$ cat src/hw/rtl/fbpa_pkg.sv
package fbpa_pkg;

   localparam int BYTES_W    = 17;
   localparam int TOTAL_W    = 9;
   localparam int POOL_W     = 24;
   localparam int SIZE_W     = 18;
   localparam int IDX_W      = 8;
   localparam int CSR_IDX_W  = 2;
   localparam int CSR_DATA_W = 24;

   localparam logic [POOL_W-1:0]  POOL_MAX    = '1;
   localparam logic [BYTES_W-1:0] BYTES_RESET = 17'd8;
   localparam logic [TOTAL_W-1:0] TOTAL_RESET = 9'd256;
   localparam logic [POOL_W-1:0]  POOL_RESET  = 24'd2048;

   typedef enum logic [1:0] {
      STATUS_OK        = 2'd0,
      STATUS_EMPTY     = 2'd1,
      STATUS_BAD_INDEX = 2'd2
   } fbpa_status_type;

   typedef enum logic {
      REQ_ALLOC = 1'b0,
      REQ_FREE  = 1'b1
   } fbpa_req_kind_type;

   typedef enum logic [CSR_IDX_W-1:0] {
      CSR_BLOCK_BYTES = 2'd0,
      CSR_BLOCK_TOTAL = 2'd1,
      CSR_POOL_BYTES  = 2'd2
   } fbpa_csr_index_type;

   typedef enum logic [1:0] {
      ST_INIT  = 2'd0,
      ST_IDLE  = 2'd1,
      ST_FETCH = 2'd2
   } fbpa_state_type;

   typedef struct packed {
      logic              busy;
      logic [SIZE_W-1:0] size;
   } fbpa_size_status_type;

endpackage

$ cat src/hw/rtl/fbpa_if.sv
interface fbpa_req_if;
   logic                       valid;
   logic                       ready;
   logic                       req_type;
   logic [fbpa_pkg::IDX_W-1:0] block_index;

   modport source (output valid, req_type, block_index, input ready);
   modport sink (input valid, req_type, block_index, output ready);
endinterface

interface fbpa_rsp_if;
   logic                        valid;
   logic                        ready;
   logic [1:0]                  status;
   logic [fbpa_pkg::IDX_W-1:0]  given_index;
   logic [fbpa_pkg::POOL_W-1:0] given_offset;
   logic [fbpa_pkg::POOL_W-1:0] free_count;

   modport source (output valid, status, given_index, given_offset, free_count, input ready);
   modport sink (input valid, status, given_index, given_offset, free_count, output ready);
endinterface

interface fbpa_csr_if;
   logic                            valid;
   logic                            ready;
   logic [fbpa_pkg::CSR_IDX_W-1:0]  index;
   logic [fbpa_pkg::CSR_DATA_W-1:0] data;

   modport source (output valid, index, data, input ready);
   modport sink (input valid, index, data, output ready);
endinterface

$ cat src/hw/rtl/fixed_block_pool_allocator_core.sv
// Fixed-size block pool with a last-in-first-out free list kept in a one-port-read,
// one-port-write link memory of MAX_BLOCKS entries. A free, and an allocate on an empty
// pool, are registered for output at the transfer; an allocate that gets a block passes
// FETCH first, as the next head is a registered link memory read. Frees go up to one a
// cycle unless the output stalls; an allocate that gets a block holds off requests
// until its response is loaded. After reset and each write to a defined register the
// link memory is rebuilt one entry a cycle while a reciprocal multiply finds the aligned
// block size; no request is taken till both end. Register writes are taken at any time.
module fixed_block_pool_allocator_core #(
   parameter int MAX_BLOCKS = 256,
   parameter int ALIGN      = 8
) (
   input logic         clock,
   input logic         reset,
   fbpa_req_if.sink    req_bus,
   fbpa_rsp_if.source  rsp_bus,
   fbpa_csr_if.sink    csr_bus
);

   localparam int IW = $clog2(MAX_BLOCKS);
   localparam int LW = $clog2(MAX_BLOCKS + 1);
   localparam int CW = (LW > fbpa_pkg::TOTAL_W) ? LW : fbpa_pkg::TOTAL_W;
   localparam int SW = fbpa_pkg::SIZE_W;
   localparam int PW = fbpa_pkg::POOL_W;
   localparam logic [LW-1:0] NULL_LINK = LW'(MAX_BLOCKS);

   logic [fbpa_pkg::BYTES_W-1:0] block_bytes_ff, block_bytes_in;
   logic [fbpa_pkg::TOTAL_W-1:0] block_total_ff, block_total_in;
   logic [PW-1:0]                pool_bytes_ff, pool_bytes_in;
   logic                         restart_ff, restart_in;
   fbpa_pkg::fbpa_state_type     state_ff, state_in;
   logic [LW-1:0]                sweep_ff, sweep_in;
   logic [LW-1:0]                head_ff, head_in;
   logic [PW-1:0]                tally_ff, tally_in;
   logic [LW-1:0]                rd_data_ff;
   logic                         rsp_valid_ff, rsp_valid_in;
   fbpa_pkg::fbpa_status_type    status_ff, status_in;
   logic [fbpa_pkg::IDX_W-1:0]   gidx_ff, gidx_in;
   logic [PW-1:0]                goff_ff, goff_in;
   logic [PW-1:0]                fcnt_ff, fcnt_in;

   logic [LW-1:0] link_mem [MAX_BLOCKS];

   fbpa_pkg::fbpa_size_status_type size_status;

   logic          csr_take;
   logic          req_take;
   logic          slot_open;
   logic          req_ready;
   logic          init_done;
   logic          head_null;
   logic [CW-1:0] total_ext;
   logic [CW-1:0] count;
   logic [CW-1:0] idx_ext;
   logic [CW-1:0] head_ext;
   logic          idx_ok;
   logic [CW:0]   sweep_nxt;
   logic [LW-1:0] sweep_link;
   logic [PW-1:0] asz;
   logic [PW:0]   sum_wide;
   logic [PW-1:0] tally_add;
   logic [PW-1:0] tally_sub;
   logic [LW+SW-1:0] prod;
   logic          rd_en;
   logic [IW-1:0] rd_addr;
   logic          wr_en;
   logic [IW-1:0] wr_addr;
   logic [LW-1:0] wr_data;
   logic          load_rsp;

   fbpa_align_unit #(
      .ALIGN (ALIGN)
   ) u_fbpa_align_unit (
      .clock       (clock),
      .reset       (reset),
      .start       (restart_ff),
      .block_bytes (block_bytes_ff),
      .size_status (size_status)
   );

   // configuration registers
   assign csr_take      = csr_bus.valid && csr_bus.ready;
   assign csr_bus.ready = 1'b1;

   always_comb begin
      block_bytes_in = block_bytes_ff;
      block_total_in = block_total_ff;
      pool_bytes_in  = pool_bytes_ff;
      restart_in     = 1'b0;
      if (csr_take) begin
         unique case (csr_bus.index)
            fbpa_pkg::CSR_BLOCK_BYTES: begin
               block_bytes_in = csr_bus.data[fbpa_pkg::BYTES_W-1:0];
               restart_in     = 1'b1;
            end
            fbpa_pkg::CSR_BLOCK_TOTAL: begin
               block_total_in = csr_bus.data[fbpa_pkg::TOTAL_W-1:0];
               restart_in     = 1'b1;
            end
            fbpa_pkg::CSR_POOL_BYTES: begin
               pool_bytes_in = csr_bus.data[PW-1:0];
               restart_in    = 1'b1;
            end
            default: restart_in = 1'b0;
         endcase
      end
   end

   // shared datapath terms
   always_comb begin
      total_ext  = CW'(block_total_ff);
      count      = (total_ext > CW'(MAX_BLOCKS)) ? CW'(MAX_BLOCKS) : total_ext;
      idx_ext    = CW'(req_bus.block_index);
      idx_ok     = idx_ext < count;
      head_ext   = CW'(head_ff);
      head_null  = head_ff == NULL_LINK;
      sweep_nxt  = (CW+1)'(sweep_ff) + (CW+1)'(1);
      sweep_link = (sweep_nxt < {1'b0, count}) ? sweep_nxt[LW-1:0] : NULL_LINK;
      asz        = PW'(size_status.size);
      sum_wide   = {1'b0, tally_ff} + {1'b0, asz};
      tally_add  = sum_wide[PW] ? fbpa_pkg::POOL_MAX : sum_wide[PW-1:0];
      tally_sub  = (tally_ff > asz) ? (tally_ff - asz) : '0;
      prod       = head_ff * size_status.size;
   end

   assign slot_open = !rsp_valid_ff || rsp_bus.ready;
   assign req_ready = (state_ff == fbpa_pkg::ST_IDLE) && !restart_ff && slot_open;
   assign req_take  = req_bus.valid && req_ready;
   assign init_done = (state_ff == fbpa_pkg::ST_INIT) && !restart_ff &&
                      (sweep_ff == NULL_LINK) && !size_status.busy;
   assign req_bus.ready = req_ready;

   // next state
   always_comb begin
      state_in = state_ff;
      priority if (restart_ff) begin
         state_in = fbpa_pkg::ST_INIT;
      end else begin
         unique case (state_ff)
            fbpa_pkg::ST_INIT: if (init_done) state_in = fbpa_pkg::ST_IDLE;
            fbpa_pkg::ST_IDLE: begin
               if (req_take && req_bus.req_type == fbpa_pkg::REQ_ALLOC && !head_null)
                  state_in = fbpa_pkg::ST_FETCH;
            end
            fbpa_pkg::ST_FETCH: if (slot_open) state_in = fbpa_pkg::ST_IDLE;
            default: state_in = fbpa_pkg::ST_INIT;
         endcase
      end
   end

   // state machine outputs and list updates
   always_comb begin
      rd_en     = 1'b0;
      rd_addr   = head_ff[IW-1:0];
      wr_en     = 1'b0;
      wr_addr   = sweep_ff[IW-1:0];
      wr_data   = sweep_link;
      sweep_in  = sweep_ff;
      head_in   = head_ff;
      tally_in  = tally_ff;
      load_rsp  = 1'b0;
      status_in = fbpa_pkg::STATUS_OK;
      gidx_in   = '0;
      goff_in   = '0;
      fcnt_in   = tally_ff;
      if (restart_ff) sweep_in = '0;
      unique case (state_ff)
         fbpa_pkg::ST_INIT: begin
            if (!restart_ff && sweep_ff != NULL_LINK) begin
               wr_en    = 1'b1;
               sweep_in = sweep_ff + LW'(1);
            end
            if (init_done) begin
               head_in  = (count == '0) ? NULL_LINK : '0;
               tally_in = pool_bytes_ff;
            end
         end
         fbpa_pkg::ST_IDLE: begin
            if (req_take) begin
               if (req_bus.req_type == fbpa_pkg::REQ_ALLOC) begin
                  if (head_null) begin
                     load_rsp  = 1'b1;
                     status_in = fbpa_pkg::STATUS_EMPTY;
                  end else begin
                     rd_en = 1'b1;
                  end
               end else if (idx_ok) begin
                  wr_en    = 1'b1;
                  wr_addr  = idx_ext[IW-1:0];
                  wr_data  = head_ff;
                  head_in  = idx_ext[LW-1:0];
                  tally_in = tally_add;
                  load_rsp = 1'b1;
                  fcnt_in  = tally_add;
               end else begin
                  load_rsp  = 1'b1;
                  status_in = fbpa_pkg::STATUS_BAD_INDEX;
               end
            end
         end
         fbpa_pkg::ST_FETCH: begin
            if (slot_open) begin
               load_rsp = 1'b1;
               gidx_in  = head_ext[fbpa_pkg::IDX_W-1:0];
               goff_in  = PW'(prod);
               tally_in = tally_sub;
               fcnt_in  = tally_sub;
               head_in  = rd_data_ff;
            end
         end
         default: load_rsp = 1'b0;
      endcase
   end

   assign rsp_valid_in = load_rsp || (rsp_valid_ff && !rsp_bus.ready);

   // link memory
   always_ff @(posedge clock) begin
      if (wr_en) link_mem[wr_addr] <= wr_data;
      if (rd_en) rd_data_ff <= link_mem[rd_addr];
   end

   always_ff @(posedge clock) begin
      if (reset) begin
         block_bytes_ff <= fbpa_pkg::BYTES_RESET;
         block_total_ff <= fbpa_pkg::TOTAL_RESET;
         pool_bytes_ff  <= fbpa_pkg::POOL_RESET;
         restart_ff     <= 1'b1;
         state_ff       <= fbpa_pkg::ST_INIT;
         sweep_ff       <= '0;
         rsp_valid_ff   <= 1'b0;
      end else begin
         block_bytes_ff <= block_bytes_in;
         block_total_ff <= block_total_in;
         pool_bytes_ff  <= pool_bytes_in;
         restart_ff     <= restart_in;
         state_ff       <= state_in;
         sweep_ff       <= sweep_in;
         rsp_valid_ff   <= rsp_valid_in;
      end
      head_ff  <= head_in;
      tally_ff <= tally_in;
      if (load_rsp) begin
         status_ff <= status_in;
         gidx_ff   <= gidx_in;
         goff_ff   <= goff_in;
         fcnt_ff   <= fcnt_in;
      end
   end

   assign rsp_bus.valid        = rsp_valid_ff;
   assign rsp_bus.status       = status_ff;
   assign rsp_bus.given_index  = gidx_ff;
   assign rsp_bus.given_offset = goff_ff;
   assign rsp_bus.free_count   = fcnt_ff;

endmodule

$ cat src/hw/rtl/fbpa_align_unit.sv
module fbpa_align_unit #(
   parameter int ALIGN = 8
) (
   input  logic                           clock,
   input  logic                           reset,
   input  logic                           start,
   input  logic [fbpa_pkg::BYTES_W-1:0]   block_bytes,
   output fbpa_pkg::fbpa_size_status_type size_status
);

   localparam int SW    = fbpa_pkg::SIZE_W;
   localparam int SHIFT = SW + $clog2(ALIGN);
   localparam int MW    = SW + 1;
   localparam logic [MW-1:0] RECIP =
      MW'(((64'd1 << SHIFT) + 64'(ALIGN) - 64'd1) / 64'(ALIGN));

   logic             busy_ff, busy_in;
   logic             phase_ff, phase_in;
   logic [SW-1:0]    work_ff, work_in;
   logic [SW-1:0]    quot_ff, quot_in;
   logic [SW-1:0]    size_ff, size_in;
   logic [SW+MW-1:0] prod;
   logic [SW-1:0]    rounded;

   // reciprocal multiply gives the exact quotient for every 18-bit size
   always_comb begin
      rounded  = SW'(block_bytes) + SW'(ALIGN - 1);
      prod     = work_ff * RECIP;
      busy_in  = busy_ff;
      phase_in = phase_ff;
      work_in  = work_ff;
      quot_in  = quot_ff;
      size_in  = size_ff;
      if (start) begin
         busy_in  = 1'b1;
         phase_in = 1'b0;
         work_in  = rounded;
      end else if (busy_ff) begin
         if (!phase_ff) begin
            quot_in  = SW'(prod >> SHIFT);
            phase_in = 1'b1;
         end else begin
            size_in = quot_ff * SW'(ALIGN);
            busy_in = 1'b0;
         end
      end
   end

   always_ff @(posedge clock) begin
      if (reset) begin
         busy_ff  <= 1'b0;
         phase_ff <= 1'b0;
      end else begin
         busy_ff  <= busy_in;
         phase_ff <= phase_in;
      end
      work_ff <= work_in;
      quot_ff <= quot_in;
      size_ff <= size_in;
   end

   assign size_status.busy = busy_ff;
   assign size_status.size = size_ff;

endmodule

$ cat src/flat_wrapper.sv
// flat-port wrapper written by rule: the top's interface ports become plain ports
module fixed_block_pool_allocator_core_flat 
#(
   parameter int MAX_BLOCKS = 256,
   parameter int ALIGN      = 8
)
  (clock, reset, req_bus_valid, req_bus_req_type, req_bus_block_index, req_bus_ready, rsp_bus_valid, rsp_bus_status, rsp_bus_given_index, rsp_bus_given_offset, rsp_bus_free_count, rsp_bus_ready, csr_bus_valid, csr_bus_index, csr_bus_data, csr_bus_ready);
  fbpa_req_if req_bus_i ();
  fbpa_rsp_if rsp_bus_i ();
  fbpa_csr_if csr_bus_i ();
  input logic clock;
  input logic reset;
  input wire logic [$bits(req_bus_i.valid)-1:0] req_bus_valid;
  input wire logic [$bits(req_bus_i.req_type)-1:0] req_bus_req_type;
  input wire logic [$bits(req_bus_i.block_index)-1:0] req_bus_block_index;
  output wire logic [$bits(req_bus_i.ready)-1:0] req_bus_ready;
  output wire logic [$bits(rsp_bus_i.valid)-1:0] rsp_bus_valid;
  output wire logic [$bits(rsp_bus_i.status)-1:0] rsp_bus_status;
  output wire logic [$bits(rsp_bus_i.given_index)-1:0] rsp_bus_given_index;
  output wire logic [$bits(rsp_bus_i.given_offset)-1:0] rsp_bus_given_offset;
  output wire logic [$bits(rsp_bus_i.free_count)-1:0] rsp_bus_free_count;
  input wire logic [$bits(rsp_bus_i.ready)-1:0] rsp_bus_ready;
  input wire logic [$bits(csr_bus_i.valid)-1:0] csr_bus_valid;
  input wire logic [$bits(csr_bus_i.index)-1:0] csr_bus_index;
  input wire logic [$bits(csr_bus_i.data)-1:0] csr_bus_data;
  output wire logic [$bits(csr_bus_i.ready)-1:0] csr_bus_ready;
  assign req_bus_i.valid = req_bus_valid;
  assign req_bus_i.req_type = req_bus_req_type;
  assign req_bus_i.block_index = req_bus_block_index;
  assign req_bus_ready = req_bus_i.ready;
  assign rsp_bus_valid = rsp_bus_i.valid;
  assign rsp_bus_status = rsp_bus_i.status;
  assign rsp_bus_given_index = rsp_bus_i.given_index;
  assign rsp_bus_given_offset = rsp_bus_i.given_offset;
  assign rsp_bus_free_count = rsp_bus_i.free_count;
  assign rsp_bus_i.ready = rsp_bus_ready;
  assign csr_bus_i.valid = csr_bus_valid;
  assign csr_bus_i.index = csr_bus_index;
  assign csr_bus_i.data = csr_bus_data;
  assign csr_bus_ready = csr_bus_i.ready;
  fixed_block_pool_allocator_core #(.MAX_BLOCKS(MAX_BLOCKS), .ALIGN(ALIGN)) u_core (.clock(clock), .reset(reset), .req_bus(req_bus_i), .rsp_bus(rsp_bus_i), .csr_bus(csr_bus_i));
endmodule
$ cat config.mk
export PLATFORM = sky130hd
export DESIGN_NAME = fixed_block_pool_allocator_core_flat
export DESIGN_NICKNAME = d
export VERILOG_FILES = /design/src/hw/rtl/fbpa_pkg.sv /design/src/hw/rtl/fbpa_if.sv /design/src/hw/rtl/fixed_block_pool_allocator_core.sv /design/src/hw/rtl/fbpa_align_unit.sv /design/src/flat_wrapper.sv
export SDC_FILE = /design/constraint.sdc
export NUM_CORES = 2
export LEC_CHECK = 0
export ABC_CLOCK_PERIOD_IN_PS = 30600
export BUFFER_PORTS_ARGS = -buffer_cell sky130_fd_sc_hd__buf_2
export CORE_MARGIN = 3
export CORE_UTILIZATION = 55
export DETAILED_ROUTE_END_ITERATION = 12
export HOLD_SLACK_MARGIN = 0.1
export MAX_ROUTING_LAYER = met4
export PLACE_DENSITY = 0.73
export SLEW_MARGIN = 20
export SYNTH_ARGS = -nofsm -noshare
export SYNTH_HDL_FRONTEND = slang
export SYNTH_SLANG_ARGS = --single-unit
$ cat constraint.sdc
create_clock -name clock -period 30.6 [get_ports clock]
set_input_delay 6.12 -clock clock [delete_from_list [all_inputs] [get_ports clock]]
set_output_delay 6.12 -clock clock [all_outputs]
set_load 0.01 [all_outputs]
After elaboration in Yosys (flattened, before gate mapping)

Memory sizes are Yosys's and may differ from the RTL's. A register that Yosys moved wholly into a read port is not among the register bits.
Index checks and enable logic that the tools add are counted.

Flip-flop bits (word level): 201
Input port bits: 40
Output and inout bits: 61
Bits in writable memories: 2,304
Logic and storage cells: 135
Memories: 1

Multiply operators: 1
Bitwise gates (word level): 3
Muxes and demuxes: 57
Add/sub/neg operators: 5
Equality and inequality tests: 13
Magnitude comparators: 4
Reductions and logical operators: 33

Memory list:

| name            | depth | bits a word | rd ports | clocked after Yosys merged registers in | wr ports | line                                  | RTL |
|---|---|---|---|---|---|---|---|
| u_core.link_mem | 256   | 9           | 1        | 1                                       | 1        | fixed_block_pool_allocator_core.sv:42 | `logic [LW-1:0] link_mem [MAX_BLOCKS];` |

Operator list:

| cell                                                             | number |
|---|---|
| 24-bit 2-to-1 mux                                                | 7 |
| 9-bit 2-to-1 mux                                                 | 15 |
| 24-bit one-hot mux with 3 select lines                           | 1 |
| 24-bit one-hot mux with 2 select lines                           | 1 |
| 8-bit 2-to-1 mux                                                 | 4 |
| 9-bit one-hot mux with 3 select lines                            | 1 |
| 24-bit by 18-bit adder with 25-bit output                        | 1 |
| 24-bit by 18-bit greater-than comparator with 1-bit output       | 1 |
| 24-bit by 18-bit subtractor with 24-bit output                   | 1 |
| 9-bit by 15-bit multiplier with 21-bit output                    | 1 |
| 1-bit 2-to-1 mux                                                 | 20 |
| 17-bit by 3-bit adder with 18-bit output (second input constant) | 1 |
| 9-bit equality test (second input constant)                      | 2 |
| 2-bit AND reduction                                              | 6 |
| 9-bit by 1-bit adder with 10-bit output (second input constant)  | 1 |
| 1-bit logical AND                                                | 10 |
| 10-bit by 9-bit less-than comparator with 1-bit output           | 1 |
| 2-bit 2-to-1 mux                                                 | 5 |
| 9-bit by 1-bit adder with 9-bit output (second input constant)   | 1 |
| 9-bit greater-than comparator (second input constant)            | 1 |
| 9-bit logical NOT                                                | 1 |
| 8-bit by 9-bit less-than comparator with 1-bit output            | 1 |
| 9-bit inequality test (second input constant)                    | 1 |
| 3-bit AND reduction                                              | 3 |
| 14 further kinds                                                 | 29 |

Logic depth before layout (Yosys ltp)

Depth in word-level cells: 9
Mapped depth: 23
Mapped depth without buffers: 18

Cells and area by module

A second synthesis with hierarchy kept.

Cells, all modules: 5,870
Area, all modules: 105,740.2 µm²

By module, submodules not included:

| module                          | cells each | instances | seq. area each (µm²) | area each (µm²) |
|---|---|---|---|---|
| fixed_block_pool_allocator_core | 5,772      | 1         | 73,450.4             | 104,013.5 |
| fbpa_align_unit                 | 98         | 1         | 1,391.3              | 1,726.7 |

Worst setup path before layout

Ideal clock, no wire load.

Path type: input -> register
Start: input req_bus_block_index[6]
End: memory u_core.link_mem[0][2] (netlist name), data pin
Path buffers: 2
Stages on the path: 10
Required time: 28.413 ns
Arrival: 17.754 ns
Setup slack: 10.659 ns
Setup time: 2.187 ns
Cells stage by stage: ha_1 o21ai_0 a211oi_1 o21ai_2 nor2b_1 buf_2 buf_2 a211oi_1 nand3_1 o21ai_0

Longest elaborated chain between the ends: 5

Ends and longest elaborated chain:

| what                                                  | line                                   | RTL |
|---|---|---|
| start, declared                                       | flat_wrapper.sv:15                     | `input wire logic [$bits(req_bus_i.block_index)-1:0] req_bus_block_index;` |
| 8-bit by 9-bit less-than comparator with 1-bit output | fixed_block_pool_allocator_core.sv:114 | `idx_ok = idx_ext < count;` |
| 9-bit 2-to-1 mux                                      | fixed_block_pool_allocator_core.sv:187 | `end else if (idx_ok) begin` |
| 9-bit 2-to-1 mux                                      | fixed_block_pool_allocator_core.sv:180 | `if (req_bus.req_type == fbpa_pkg::REQ_ALLOC) begin` |
| 9-bit 2-to-1 mux                                      | fixed_block_pool_allocator_core.sv:179 | `if (req_take) begin` |
| 9-bit 2-to-1 mux                                      | fixed_block_pool_allocator_core.sv:167 | `unique case (state_ff)` |
| named net u_core.wr_data[2]                           | fixed_block_pool_allocator_core.sv:68  | `logic [LW-1:0] wr_data;` |
| end, declared                                         | fixed_block_pool_allocator_core.sv:42  |  |

The timed path passes the listed nets, and every way through them passes these cells.

Worst setup path in the final report

Start: input rsp_bus_ready
End: output req_bus_ready

Longest elaborated chain between the ends: 2

Ends and longest elaborated chain:

| what              | line                                   | RTL |
|---|---|---|
| start, declared   | flat_wrapper.sv:22                     | `input wire logic [$bits(rsp_bus_i.ready)-1:0] rsp_bus_ready;` |
| 1-bit logical OR  | fixed_block_pool_allocator_core.sv:126 | `assign slot_open = !rsp_valid_ff \|\| rsp_bus.ready;` |
| 1-bit logical AND | fixed_block_pool_allocator_core.sv:127 | `assign req_ready = (state_ff == fbpa_pkg::ST_IDLE) && !restart_ff && slot_open;` |
| end, declared     | flat_wrapper.sv:16                     | `output wire logic [$bits(req_bus_i.ready)-1:0] req_bus_ready;` |

No other way between the ends.

==> reports/metrics.csv <==
metric,value,unit
run status,"finished, final reports clean",
Slew HR,14.9,%
clock root cell,clkbuf_16,
worst vdd ir,0.0670,mV
Starting Density,55.5,%
Setup Crit Path Kind,in -> out,
worst path cell trace,buf_2 -> nor2b_2 -> nor3b_1 -> buf_2,
CTS max path bufs,3,
gp weighted congestion,0.965,
DPL Wire Length,144000,um
share of cells above drive strength 1,20.6,%
Setup Total Neg Slack,0,ns
drt initial violations,7015,
fillers,12600,
fmax,76.9,MHz
"Seq/Total Area, Yosys",72.5,%
routed len/inst,29.4,um
ranking of synthesized cells by area,"edfxtp_1 71%, mux4_2 13%, fa_1 1.8%",
Worst Path Required,24.48,ns
Detailed Route WL,244000,um
# hold bufs at CTS,0,
Worst-path clk slew,0.06,ns
DRC,0,
FF+latch area,0.0748,sq mm
fin. max-slew vios,0,
asr flop ratio synth,0,%
Fin. Hold Viols,0,
cell area after synthesis,0.103,sq mm
Syn Area/Cell,18.6,sq um
max_cap viols,0,
final worst clock skew,0.0491,ns
"Clk Latency, worst-skew pair",0.88,ns
CP arrival,6.88,ns
critical path's top delay family,simple AND/OR/NAND/NOR gates,
"Top FF cell, synth",edfxtp_1,
# clock sinks,2511,
Via density,6.52,
die width,439,um
cts bufs inserted,230,
final period utilization,42.5,%
critical path's most frequent cell,buf_2,
die area,0.193,sq mm
routed vias,54000,
Core Rows,158,
number of global-route vias before repair,53500,
P per Cell Area,59.9,mW/mm^2
Critical-path top delay cell,nor2b_2,
Final setup violation count,0,
Crit. End Element,output port,
Post-Synthesis Cells,5541,
Ys Warns,0,
Worst-Margin Slew,1.28,ns
cts repair resizes,0,
largest net degree at the start of global routing,209,
Multi-input gate area,0.0265,sq mm
"count leader, synth",edfxtp_1,
All-Layer GR Usage,26.3,%
synth unique cells,96,
Post-synth EDFFs,2446,
PortBufs,96,
most frequent cells after synthesis,"2446 x edfxtp_1, 576 x mux4_2, 399 x nor2_1",
TritonCTS clock tree,yes,
initial antenna violation count,3,
min cycle time layout,13.00,ns
core footprint,0.186,sq mm
first-pass GRT wire length,364000,um
htree depth,4,
Layout Nets,5821,
# IOs,101,
register bit total from synthesis,2511,
Hold Crit Class,reg -> reg,
leading area contributor after synthesis,edfxtp_1,
setup bufs post-CTS,0,
total gr overflow,0,
post-route ant nets,0,
Leakage,37.4,nW
CP Buf/Inv Count,2,
die height,439,um
Worst path max stage delay,0.32,ns
area grow syn2layout,10.7,%
Synth top area share,71.2,%
total power,0.00684,W
RSZ-0062 raised after global routing,false,
Pre-antenna DRT Iters,6,
crit start category,input pin,
"critical path fanouts, max",8,
stage by stage:
stage	util [%]	instances	instance area, sq um	setup WS, ns	hold slack (ns)
finish	61.4	8290	114000	17.60	0.407
global placement	57.0	7852	106000	17.69	0.403
floorplan	-	5543	103000	10.66	0.400
detailed placement	57.0	7852	106000	17.63	0.405
global route	61.4	8285	114000	17.57	0.425
CTS	61.4	8283	114000	17.63	0.417
per-layer routing:
layer | up-vias | track usage (%) | wire [um]
li1 | 22400 | - | -
met1 | 28100 | 35.7 | 94200
met2 | 2966 | 39.9 | 116000
met3 | 544 | 5.33 | 22900
met4 | 0 | 10.1 | 10900
met5 | - | - | 0
worst reg2reg max path, stage by stage, from the launching register on:
cell and delay (ns):
edfxtp_1 0.72, buf_4 0.89, buf_4 0.85, buf_12 0.76
buf_4 0.96, mux4_2 0.63, a22oi_1 0.31, a21oi_1 0.17
nor2_1 0.27, o221ai_1 0.29, a22oi_1 0.70, o221ai_1 0.24
cell families (layout without fill, tap and decap cells):
logic type                 Yosys count  after routing  share of synthesized area (%)
adders and majority gates          176            176                           2.80
xor gates and xnor gates            61             61                          0.518
buffers and inverters              502            763                           2.08
other                                2             10                        0.00728
muxes                              584            584                           12.7
AOI/OAI and AO/OA                  742            742                           5.16
and+or+nand+nor                    963            963                           4.32
DFF                               2511           2511                           72.5
worst paths after layout:
path / from / to / slack [ns] / cells after the start
setup / recovery: rsp_bus_ready / req_bus_ready / 17.60 / 4
hold / removal: u_core.u_fbpa_align_unit.work_ff[17] / u_core.u_fbpa_align_unit.quot_ff[14] / 0.41 / 0
setup reg to reg: u_core.head_ext[0] / u_core.rd_data_ff[2] / 23.51 / 11
hold reg to reg: u_core.u_fbpa_align_unit.work_ff[17] / u_core.u_fbpa_align_unit.quot_ff[14] / 0.41 / 0
area by class of cell:
class / count / share of cell area, %
sequential: 2511 / 65.4
multi-input combinational: 2530 / 23.2
clock buffer: 262 / 5.15
tap: 2480 / 2.72
clock inverter: 169 / 1.89
timing repair buffer: 176 / 1.06
inverter: 156 / 0.513
antenna: 6 / 0.0131
registers in the layout (all words and copies together) (netlist names), 2 cells and up:
| name | flops |
|---|---|
| u_core.u_fbpa_align_unit.work_ff | 15 |
| u_core.rsp_bus.given_index | 8 |
| u_core.link_mem | 2304 |
| u_core.tally_ff | 24 |
| u_core.rsp_bus.status | 2 |
| u_core.block_bytes_ff | 17 |
| u_core.rsp_bus.given_offset | 21 |
| u_core.pool_bytes_ff | 24 |
| u_core.sweep_ff | 9 |
| u_core.block_total_ff | 9 |
| u_core.u_fbpa_align_unit.size_ff | 15 |
| u_core.head_ext | 9 |
| u_core.rsp_bus.free_count | 24 |
| u_core.u_fbpa_align_unit.quot_ff | 15 |
| u_core.state_ff | 2 |
| u_core.rd_data_ff | 9 |
cell usage in the layout, fill, tap and decap left out, types with 15 or more instances in the layout:
cell        count
nor4_1         15
xor2_1         22
dfxtp_1        65
o21a_1         29
nand2_1       241
mux4_2        576
xnor2_1        39
nand2b_1       26
clkinv_1       40
fa_1           92
and3_1         17
edfxtp_1     2446
a221oi_1       72
o21ai_0        54
nand3_1        29
a22oi_1       161
bufinv_16      40
buf_2          96
nor2_1        395
clkbuf_1       31
o22ai_1        23
or2_2          20
ha_1           83
buf_4          68
clkbuf_16     230
a22o_1         72
clkinvlp_4     23
clkinv_2       38
a21oi_1       152
o221ai_1       31
a31oi_1        25
and2_1         91
inv_1         154
nor3_1         43
report_power, final:
group | internal, W | switching [W]
Combinational | 0.0000170 | 0.0000510
Sequential | 0.00374 | 0.00000389
Clock | 0.00173 | 0.00129
No activity file was read; power rests on OpenSTA's default activity.
